### src/sv/srtf_pkg.sv
// ----------------------------------------------------------------------------
// srtf_pkg
// Shared sizes, codes and types of the shortest-remaining-time scheduler.
// ----------------------------------------------------------------------------
package srtf_pkg;

    localparam int MAX_JOBS   = 16;
    localparam int BURST_BITS = 16;
    localparam int TIME_BITS  = 32;

    localparam int IDX_W      = $clog2(MAX_JOBS);
    localparam int TREE_LEAVES = 1 << IDX_W;
    localparam int ORDER_BITS = 32;
    localparam int ID_BITS    = 16;
    localparam int LEFT_OUT_BITS = 16;
    localparam int TIME_OUT_BITS = 32;

    localparam logic KIND_ADMIT = 1'b0;
    localparam logic KIND_TICK  = 1'b1;

    typedef enum logic [2:0] {
        ST_ADMIT    = 3'd0,
        ST_REJ_FULL = 3'd1,
        ST_REJ_ZERO = 3'd2,
        ST_RAN      = 3'd3,
        ST_IDLE     = 3'd4
    } status_t;

    // candidate in the selection tree
    typedef struct packed {
        logic                  valid;
        logic [BURST_BITS-1:0] left;
        logic [ORDER_BITS-1:0] order;
        logic [IDX_W-1:0]      idx;
    } cand_t;

    // table update request for one item
    typedef struct packed {
        logic                  admit;
        logic                  run;
        logic [IDX_W-1:0]      idx;
        logic [ID_BITS-1:0]    id;
        logic [BURST_BITS-1:0] burst;
        logic [ORDER_BITS-1:0] order;
    } upd_t;

    // table view seen by the control path
    typedef struct packed {
        logic               full;
        logic [IDX_W-1:0]   free_idx;
        cand_t              pick;
        logic [ID_BITS-1:0] pick_id;
    } view_t;

    // a is the lower-index side and wins when both left and order tie
    function automatic cand_t pick_min(input cand_t a, input cand_t b);
        logic take_b;
        take_b = b.valid && (!a.valid || (b.left < a.left) ||
                 ((b.left == a.left) && (b.order < a.order)));
        return take_b ? b : a;
    endfunction

endpackage

### src/sv/srtf_if.sv
// ----------------------------------------------------------------------------
// srtf_req_if / srtf_rsp_if
// Valid/ready channels for scheduler items and results.
// ----------------------------------------------------------------------------
interface srtf_req_if;
    logic                                valid;
    logic                                ready;
    logic                                kind;
    logic [srtf_pkg::ID_BITS-1:0]        job_id;
    logic [15:0]                         burst_len;

    modport source (output valid, output kind, output job_id, output burst_len,
                    input ready);
    modport sink   (input valid, input kind, input job_id, input burst_len,
                    output ready);
endinterface

interface srtf_rsp_if;
    logic                                valid;
    logic                                ready;
    logic [2:0]                          status;
    logic [srtf_pkg::ID_BITS-1:0]        ran_id;
    logic [srtf_pkg::LEFT_OUT_BITS-1:0]  left_after;
    logic                                done_res;
    logic [srtf_pkg::TIME_OUT_BITS-1:0]  end_time;

    modport source (output valid, output status, output ran_id, output left_after,
                    output done_res, output end_time, input ready);
    modport sink   (input valid, input status, input ran_id, input left_after,
                    input done_res, input end_time, output ready);
endinterface

### src/sv/shortest_remaining_time_scheduler.sv
// ----------------------------------------------------------------------------
// shortest_remaining_time_scheduler
// Preemptive shortest-remaining-time job scheduler with admit and tick items.
// ----------------------------------------------------------------------------
//   channel | role   | payload
//   req     | sink   | kind, job_id, burst_len
//   rsp     | source | status, ran_id, left_after, done_res, end_time
//
// one item per cycle while rsp is ready; rsp valid follows the req beat via
// (input register, one pass through the slot tree, result register)
// the 16-slot minimum tree and free-slot search set the longest logic path
// reset empties the job table and clears the time and arrival counters
// a stalled rsp holds the input register, and req stalls once that fills
// ----------------------------------------------------------------------------
module shortest_remaining_time_scheduler
(
    input  logic              clk,
    input  logic              rst_n,
    srtf_req_if.sink          req,
    srtf_rsp_if.source        rsp
);

    logic                            in_valid_reg;
    logic                            kind_reg;
    logic [srtf_pkg::ID_BITS-1:0]    id_reg;
    logic [srtf_pkg::BURST_BITS-1:0] burst_reg;

    logic [srtf_pkg::TIME_BITS-1:0]  now_reg;
    logic [srtf_pkg::TIME_BITS-1:0]  now_next;
    logic [srtf_pkg::ORDER_BITS-1:0] order_reg;
    logic [srtf_pkg::ORDER_BITS-1:0] order_next;

    logic                                 out_valid_reg;
    srtf_pkg::status_t                    status_reg;
    srtf_pkg::status_t                    status_next;
    logic [srtf_pkg::ID_BITS-1:0]         ran_id_reg;
    logic [srtf_pkg::ID_BITS-1:0]         ran_id_next;
    logic [srtf_pkg::LEFT_OUT_BITS-1:0]   left_reg;
    logic [srtf_pkg::LEFT_OUT_BITS-1:0]   left_next;
    logic                                 done_reg;
    logic                                 done_next;
    logic [srtf_pkg::TIME_OUT_BITS-1:0]   time_reg;
    logic [srtf_pkg::TIME_OUT_BITS-1:0]   time_next;

    logic                            advance;
    logic [srtf_pkg::TIME_BITS-1:0]  now_inc;
    logic [srtf_pkg::BURST_BITS-1:0] pick_left_new;

    srtf_pkg::upd_t  upd;
    srtf_pkg::view_t view;

    srtf_table u_table
    (
        .clk   (clk),
        .rst_n (rst_n),
        .upd   (upd),
        .view  (view)
    );

    assign advance   = in_valid_reg && (!out_valid_reg || rsp.ready);
    assign req.ready = !in_valid_reg || advance;

    assign now_inc = (now_reg == '1) ? now_reg : now_reg + srtf_pkg::TIME_BITS'(1);
    assign pick_left_new = view.pick.left - srtf_pkg::BURST_BITS'(1);

    always_comb
    begin
        upd         = '0;
        upd.id      = id_reg;
        upd.burst   = burst_reg;
        upd.order   = order_reg;
        now_next    = now_reg;
        order_next  = order_reg;
        status_next = srtf_pkg::ST_IDLE;
        ran_id_next = '0;
        left_next   = '0;
        done_next   = 1'b0;
        time_next   = srtf_pkg::TIME_OUT_BITS'(now_reg);

        if (kind_reg == srtf_pkg::KIND_ADMIT)
        begin
            if (burst_reg == '0)
            begin
                status_next = srtf_pkg::ST_REJ_ZERO;
            end
            else if (view.full)
            begin
                status_next = srtf_pkg::ST_REJ_FULL;
            end
            else
            begin
                status_next = srtf_pkg::ST_ADMIT;
                upd.admit   = advance;
                upd.idx     = view.free_idx;
                ran_id_next = id_reg;
                left_next   = srtf_pkg::LEFT_OUT_BITS'(burst_reg);
                order_next  = (order_reg == '1) ? order_reg
                                                : order_reg + srtf_pkg::ORDER_BITS'(1);
            end
        end
        else
        begin
            now_next  = now_inc;
            time_next = srtf_pkg::TIME_OUT_BITS'(now_inc);
            if (view.pick.valid)
            begin
                status_next = srtf_pkg::ST_RAN;
                upd.run     = advance;
                upd.idx     = view.pick.idx;
                ran_id_next = view.pick_id;
                left_next   = srtf_pkg::LEFT_OUT_BITS'(pick_left_new);
                done_next   = (pick_left_new == '0);
            end
        end
    end

    always_ff @(posedge clk or negedge rst_n)
    begin
        if (!rst_n)
        begin
            in_valid_reg  <= 1'b0;
            out_valid_reg <= 1'b0;
            now_reg       <= '0;
            order_reg     <= '0;
        end
        else
        begin
            if (req.ready)
            begin
                in_valid_reg <= req.valid;
            end
            if (advance)
            begin
                out_valid_reg <= 1'b1;
                now_reg       <= now_next;
                order_reg     <= order_next;
            end
            else if (rsp.ready)
            begin
                out_valid_reg <= 1'b0;
            end
        end
    end

    always_ff @(posedge clk)
    begin
        if (req.ready && req.valid)
        begin
            kind_reg  <= req.kind;
            id_reg    <= req.job_id;
            burst_reg <= srtf_pkg::BURST_BITS'(req.burst_len);
        end
        if (advance)
        begin
            status_reg <= status_next;
            ran_id_reg <= ran_id_next;
            left_reg   <= left_next;
            done_reg   <= done_next;
            time_reg   <= time_next;
        end
    end

    assign rsp.valid      = out_valid_reg;
    assign rsp.status     = status_reg;
    assign rsp.ran_id     = ran_id_reg;
    assign rsp.left_after = left_reg;
    assign rsp.done_res   = done_reg;
    assign rsp.end_time   = time_reg;

endmodule

### src/sv/srtf_pick.sv
// ----------------------------------------------------------------------------
// srtf_pick
// Minimum tree over the job slots: least remaining time, then earliest arrival.
// ----------------------------------------------------------------------------
module srtf_pick
(
    input  logic [srtf_pkg::MAX_JOBS-1:0]   valid,
    input  logic [srtf_pkg::BURST_BITS-1:0] left  [srtf_pkg::MAX_JOBS],
    input  logic [srtf_pkg::ORDER_BITS-1:0] order [srtf_pkg::MAX_JOBS],
    output srtf_pkg::cand_t                 pick
);

    // heap layout: leaves start at TREE_LEAVES-1, root at 0
    srtf_pkg::cand_t node [2*srtf_pkg::TREE_LEAVES-1];

    always_comb
    begin
        for (int i = 0; i < srtf_pkg::TREE_LEAVES; i++)
        begin
            if (i < srtf_pkg::MAX_JOBS)
            begin
                node[srtf_pkg::TREE_LEAVES-1+i].valid = valid[i];
                node[srtf_pkg::TREE_LEAVES-1+i].left  = left[i];
                node[srtf_pkg::TREE_LEAVES-1+i].order = order[i];
                node[srtf_pkg::TREE_LEAVES-1+i].idx   = srtf_pkg::IDX_W'(i);
            end
            else
            begin
                node[srtf_pkg::TREE_LEAVES-1+i] = '0;
            end
        end
        for (int n = srtf_pkg::TREE_LEAVES-2; n >= 0; n--)
        begin
            node[n] = srtf_pkg::pick_min(node[2*n+1], node[2*n+2]);
        end
    end

    assign pick = node[0];

endmodule

### src/sv/srtf_table.sv
// ----------------------------------------------------------------------------
// srtf_table
// Job slot storage with free-slot search, job selection and per-item update.
// ----------------------------------------------------------------------------
module srtf_table
(
    input  logic                clk,
    input  logic                rst_n,
    input  srtf_pkg::upd_t      upd,
    output srtf_pkg::view_t     view
);

    logic [srtf_pkg::MAX_JOBS-1:0]   slot_valid_reg;
    logic [srtf_pkg::ID_BITS-1:0]    slot_id_reg    [srtf_pkg::MAX_JOBS];
    logic [srtf_pkg::BURST_BITS-1:0] slot_left_reg  [srtf_pkg::MAX_JOBS];
    logic [srtf_pkg::ORDER_BITS-1:0] slot_order_reg [srtf_pkg::MAX_JOBS];

    srtf_pkg::cand_t                 pick;
    logic [srtf_pkg::BURST_BITS-1:0] run_left;

    srtf_pick u_pick
    (
        .valid (slot_valid_reg),
        .left  (slot_left_reg),
        .order (slot_order_reg),
        .pick  (pick)
    );

    // lowest free slot
    always_comb
    begin
        view.full     = 1'b1;
        view.free_idx = '0;
        for (int k = srtf_pkg::MAX_JOBS-1; k >= 0; k--)
        begin
            if (!slot_valid_reg[k])
            begin
                view.full     = 1'b0;
                view.free_idx = srtf_pkg::IDX_W'(k);
            end
        end
        view.pick    = pick;
        view.pick_id = slot_id_reg[pick.idx];
    end

    // valid entries always hold a nonzero remaining time
    assign run_left = slot_left_reg[upd.idx] - srtf_pkg::BURST_BITS'(1);

    always_ff @(posedge clk or negedge rst_n)
    begin
        if (!rst_n)
        begin
            slot_valid_reg <= '0;
        end
        else if (upd.admit)
        begin
            slot_valid_reg[upd.idx] <= 1'b1;
        end
        else if (upd.run && (run_left == '0))
        begin
            slot_valid_reg[upd.idx] <= 1'b0;
        end
    end

    always_ff @(posedge clk)
    begin
        if (upd.admit)
        begin
            slot_id_reg[upd.idx]    <= upd.id;
            slot_left_reg[upd.idx]  <= upd.burst;
            slot_order_reg[upd.idx] <= upd.order;
        end
        else if (upd.run)
        begin
            slot_left_reg[upd.idx]  <= run_left;
        end
    end

endmodule
### src/flat_wrapper.sv
// flat-port wrapper written by rule: the top's interface ports become plain ports
module shortest_remaining_time_scheduler_flat 
  (clk, rst_n, req_valid, req_kind, req_job_id, req_burst_len, req_ready, rsp_valid, rsp_status, rsp_ran_id, rsp_left_after, rsp_done_res, rsp_end_time, rsp_ready);
  srtf_req_if req_i ();
  srtf_rsp_if rsp_i ();
  input  logic clk;
  input  logic rst_n;
  input wire logic [$bits(req_i.valid)-1:0] req_valid;
  input wire logic [$bits(req_i.kind)-1:0] req_kind;
  input wire logic [$bits(req_i.job_id)-1:0] req_job_id;
  input wire logic [$bits(req_i.burst_len)-1:0] req_burst_len;
  output wire logic [$bits(req_i.ready)-1:0] req_ready;
  output wire logic [$bits(rsp_i.valid)-1:0] rsp_valid;
  output wire logic [$bits(rsp_i.status)-1:0] rsp_status;
  output wire logic [$bits(rsp_i.ran_id)-1:0] rsp_ran_id;
  output wire logic [$bits(rsp_i.left_after)-1:0] rsp_left_after;
  output wire logic [$bits(rsp_i.done_res)-1:0] rsp_done_res;
  output wire logic [$bits(rsp_i.end_time)-1:0] rsp_end_time;
  input wire logic [$bits(rsp_i.ready)-1:0] rsp_ready;
  assign req_i.valid = req_valid;
  assign req_i.kind = req_kind;
  assign req_i.job_id = req_job_id;
  assign req_i.burst_len = req_burst_len;
  assign req_ready = req_i.ready;
  assign rsp_valid = rsp_i.valid;
  assign rsp_status = rsp_i.status;
  assign rsp_ran_id = rsp_i.ran_id;
  assign rsp_left_after = rsp_i.left_after;
  assign rsp_done_res = rsp_i.done_res;
  assign rsp_end_time = rsp_i.end_time;
  assign rsp_i.ready = rsp_ready;
  shortest_remaining_time_scheduler u_core (.clk(clk), .rst_n(rst_n), .req(req_i), .rsp(rsp_i));
endmodule
### config.mk
export PLATFORM = sky130hd
export DESIGN_NAME = shortest_remaining_time_scheduler_flat
export DESIGN_NICKNAME = d
export VERILOG_FILES = /design/src/sv/srtf_pkg.sv /design/src/sv/srtf_if.sv /design/src/sv/shortest_remaining_time_scheduler.sv /design/src/sv/srtf_pick.sv /design/src/sv/srtf_table.sv /design/src/flat_wrapper.sv
export SDC_FILE = /design/constraint.sdc
export NUM_CORES = 2
export LEC_CHECK = 0
export BUFFER_PORTS_ARGS = -buffer_cell sky130_fd_sc_hd__buf_2
export CAP_MARGIN = 25
export CELL_PAD_IN_SITES_DETAIL_PLACEMENT = 2
export CELL_PAD_IN_SITES_GLOBAL_PLACEMENT = 2
export CORE_MARGIN = 5
export CORE_UTILIZATION = 39
export CTS_CLUSTER_DIAMETER = 150
export DETAILED_ROUTE_END_ITERATION = 6
export GPL_TIMING_DRIVEN = 0
export PLACE_DENSITY_LB_ADDON = 0.3
export REMOVE_ABC_BUFFERS = 1
export SLEW_MARGIN = 10
export SYNTH_ARGS = -nofsm -noshare
export SYNTH_HDL_FRONTEND = slang
export SYNTH_SLANG_ARGS = --single-unit
### constraint.sdc
create_clock -name clk -period 16.15 [get_ports clk]
set_input_delay 0.8075 -clock clk [delete_from_list [all_inputs] [get_ports clk]]
set_output_delay 0.8075 -clock clk [all_outputs]
set_load 0.005 [all_outputs]
==> results.tsv <==
stage	metric	value	unit
timing	crit path setup slack, layout	-72.6	ps
layout	multi-input logic area	0.0328	sq mm
synth	yosys warns	0	
clock_network	clock sinks	1207	
worst_setup_path	Crit. End Element	flop	
layout	share of cells above drive strength 1	0.137	
worst_setup_path	CP arrival	16870	ps
clock_network	worst skew pair latency	820	ps
synth	Synth cell types	94	
die	core area	0.178	sq mm
clock_network	CTS max path bufs	3	
route	DRT iter0 DRCs	4238	
synth	top cells by area, synth	edfxtp_1 (48%), ha_1 (13%), a21oi_1 (4.5%)	
synth	Commonest cells post-synth	edfxtp_1 (1125), nor2_1 (756), ha_1 (707)	
grt	largest net degree at the start of global routing	73	
route	Post-DRT Antenna Nets	0	
timing	# setup viols final	9	
clock_network	CTS buffer count	146	
synth	Synth top area share	0.484	
place	Port Buf Inserts	106	
layout	# fillers	18000	
clock_network	clock slew at reported path FFs	70	ps
grt	gr usage total	0.281	
synth	ys flop type	edfxtp_1	
grt	gr ovfl total	0	
route	overall via count from detail_route	56300	
worst_hold_path	Worst Hold Class	in2reg	
die	initial core utilization	0.392	
layout	register area	0.0358	sq mm
timing	Slew Viols, Final	0	
layout	design area	0.0823	sq mm
route	DRC errors left	0	
synth	Mapped Cells	6577	
route	drt wl/cell	29.8	um
place	gpl congestion	0.893	
route	post-DR vias/cell	6.07	
status	failing checks	negative setup slack	
layout	max FFs per register	512	
synth	ys async rst share	0.0679	
route	final WL	276000	um
synth	Synth area leader	edfxtp_1	
die	top-level I/O count	107	
synth	Synth Area per Inst	10.6	sq um
worst_setup_path	Crit Path Category	reg2reg	
synth	most frequent cell after synthesis	edfxtp_1	
clock_network	root buf cell	clkbuf_16	
synth	FF+latch count, synth	1207	
worst_setup_path	Max stage delay cell, worst path	o22ai_2	
synth	Post-synth EDFFs	1125	
timing	crit share post-route	1.00	
route	TritonRoute pass-1 iters	6	
layout	Final Core Density	0.462	
timing	Slew headroom	0.255	
place	DP Worst Slack	-4360	ps
timing	final hold vios	0	
die	Die Area	0.188	sq mm
synth	Post-Syn Area	0.0698	sq mm
timing	Fmax	61.6	MHz
die	die height	433	um
worst_setup_path	most common cell type on the critical path	ha_1	
worst_setup_path	CP max stage delay	760	ps
place	area post-placement	0.0753	sq mm
timing	min cycle time layout	16220	ps
clock_network	CTS tree	built	
grt	vias in the first global route	61300	
synth	register area share after synthesis	0.513	
worst_setup_path	Worst Path Required	16800	ps
worst_setup_path	worst-path maximum fanout	28	
place	DP Wirelength	192000	um
layout	Area growth syn-to-layout	17.8	%
die	Die X-Extent	433	um
grt	first-pass GRT wire length	395000	um
clock_network	Clock H-tree levels	4	
timing	Worst-Margin Slew	1120	ps
die	row count	155	
layout	nets	7544	
grt	initial antenna violation count	5	
worst_setup_path	Startpoint Class	flop	
flow_run	Max Cap Viol	0	
status	status	complete, but fails checks	
timing	Final Skew	36.2	ps
cells in the final DEF, fill, tap and decap left out, drive strengths merged, types with 13 or more instances in the layout:
cell type,synthesis,final
a2111oi,16,16
a211oi,108,108
a21o,80,80
a21oi,623,623
a311oi,51,51
a31o,46,46
a31oi,32,33
and2,61,62
and3,31,31
and4,20,20
buf,70,349
clkbuf,225,194
clkinv,1,53
dfrtp,82,82
edfxtp,1125,1125
ha,707,707
inv,461,469
mux2,58,58
mux2i,81,81
mux4,39,39
nand2,673,675
nand2b,27,27
nand3,131,131
nand3b,18,18
nand4,134,134
nor2,766,767
nor2b,29,29
nor3,49,49
nor4,37,37
o211ai,31,31
o21a,36,36
o21ai,377,377
o22ai,15,15
o31a,46,46
o31ai,25,25
or3,13,13
xnor2,65,65
xor2,49,49
through the flow:
stage	hold slack, ps	TNS [ps]	cells
global route	123	-24030	9278
global placement	469	-	8743
finish	166	-192	9279
detailed placement	494	-3350310	8880
floorplan	457	-	6282
CTS	113	0	9212
per-layer routing:
layer / global-route usage / part of all wire / wire, um / vias up
li1: - / - / - / 24700
met2: 0.495 / 0.50 / 137000 / 1655
met1: 0.343 / 0.40 / 111000 / 29400
met5: 0 / 0 / 0 / -
met4: 0.135 / 0.056 / 15400 / 0
met3: 0.0327 / 0.045 / 12500 / 577
repair_timing:
action | CTS | global route
hold buffers | 1 | 0
gates cloned | 12 | 8
endpoints found under the hold margin | 32 | 0
pin swaps | 26 | 51
gates resized for setup | 115 | 86
setup endpoints to repair | 1329 | 730
setup buffers | 49 | 51
layout make-up:
| cell class | instances | area share |
|---|---|---|
| Sequential cell | 1207 | 0.436 |
| Multi-Input combinational cell | 4629 | 0.399 |
| Timing Repair Buffer | 354 | 0.0504 |
| Clock buffer | 190 | 0.0479 |
| Tap cell | 2355 | 0.0358 |
| Inverter | 462 | 0.0212 |
| Clock inverter | 80 | 0.0103 |
| Antenna cell | 2 | 0.0000608 |
kinds of logic after synthesis:
group	share of synthesized area
DFF	0.513
muxes	0.0336
AOI/OAI and AO/OA	0.139
xor gates and xnor gates	0.0143
buffers and inverters	0.0420
adders and majority gates	0.127
and+or+nand+nor	0.131
worst paths after layout:
kind                                                        start                   to  slack, ps  cells past startpoint
worst max register to register  u_core.u_table.slot_left_reg[174]                 flop        -70                     59
worst min-delay path                                req_job_id[4]     u_core.id_reg[4]        170                      1
worst max-delay path            u_core.u_table.slot_left_reg[174]                 flop        -70                     59
max in group asynchronous                                   rst_n  u_core.order_reg[9]      14920                      3
worst min register to register                u_core.in_valid_reg     u_core.rsp.valid        510                      1
min in group asynchronous                                   rst_n    u_core.now_reg[3]        530                      2
critical path: cells and delay by family (launching register included):
family / cells / cell delay, ps
AO/OA/AOI/OAI: 26 / 6790
AND/OR/NAND/NOR: 17 / 4970
buffers and inverters: 10 / 1900
adder cells (fa/ha/maj): 5 / 1360
multiplexers: 1 / 470
flip-flops: 1 / 440
Power is not shown: default switching activity piles up to over one toggle a cycle in this logic, so the estimate is an artifact.
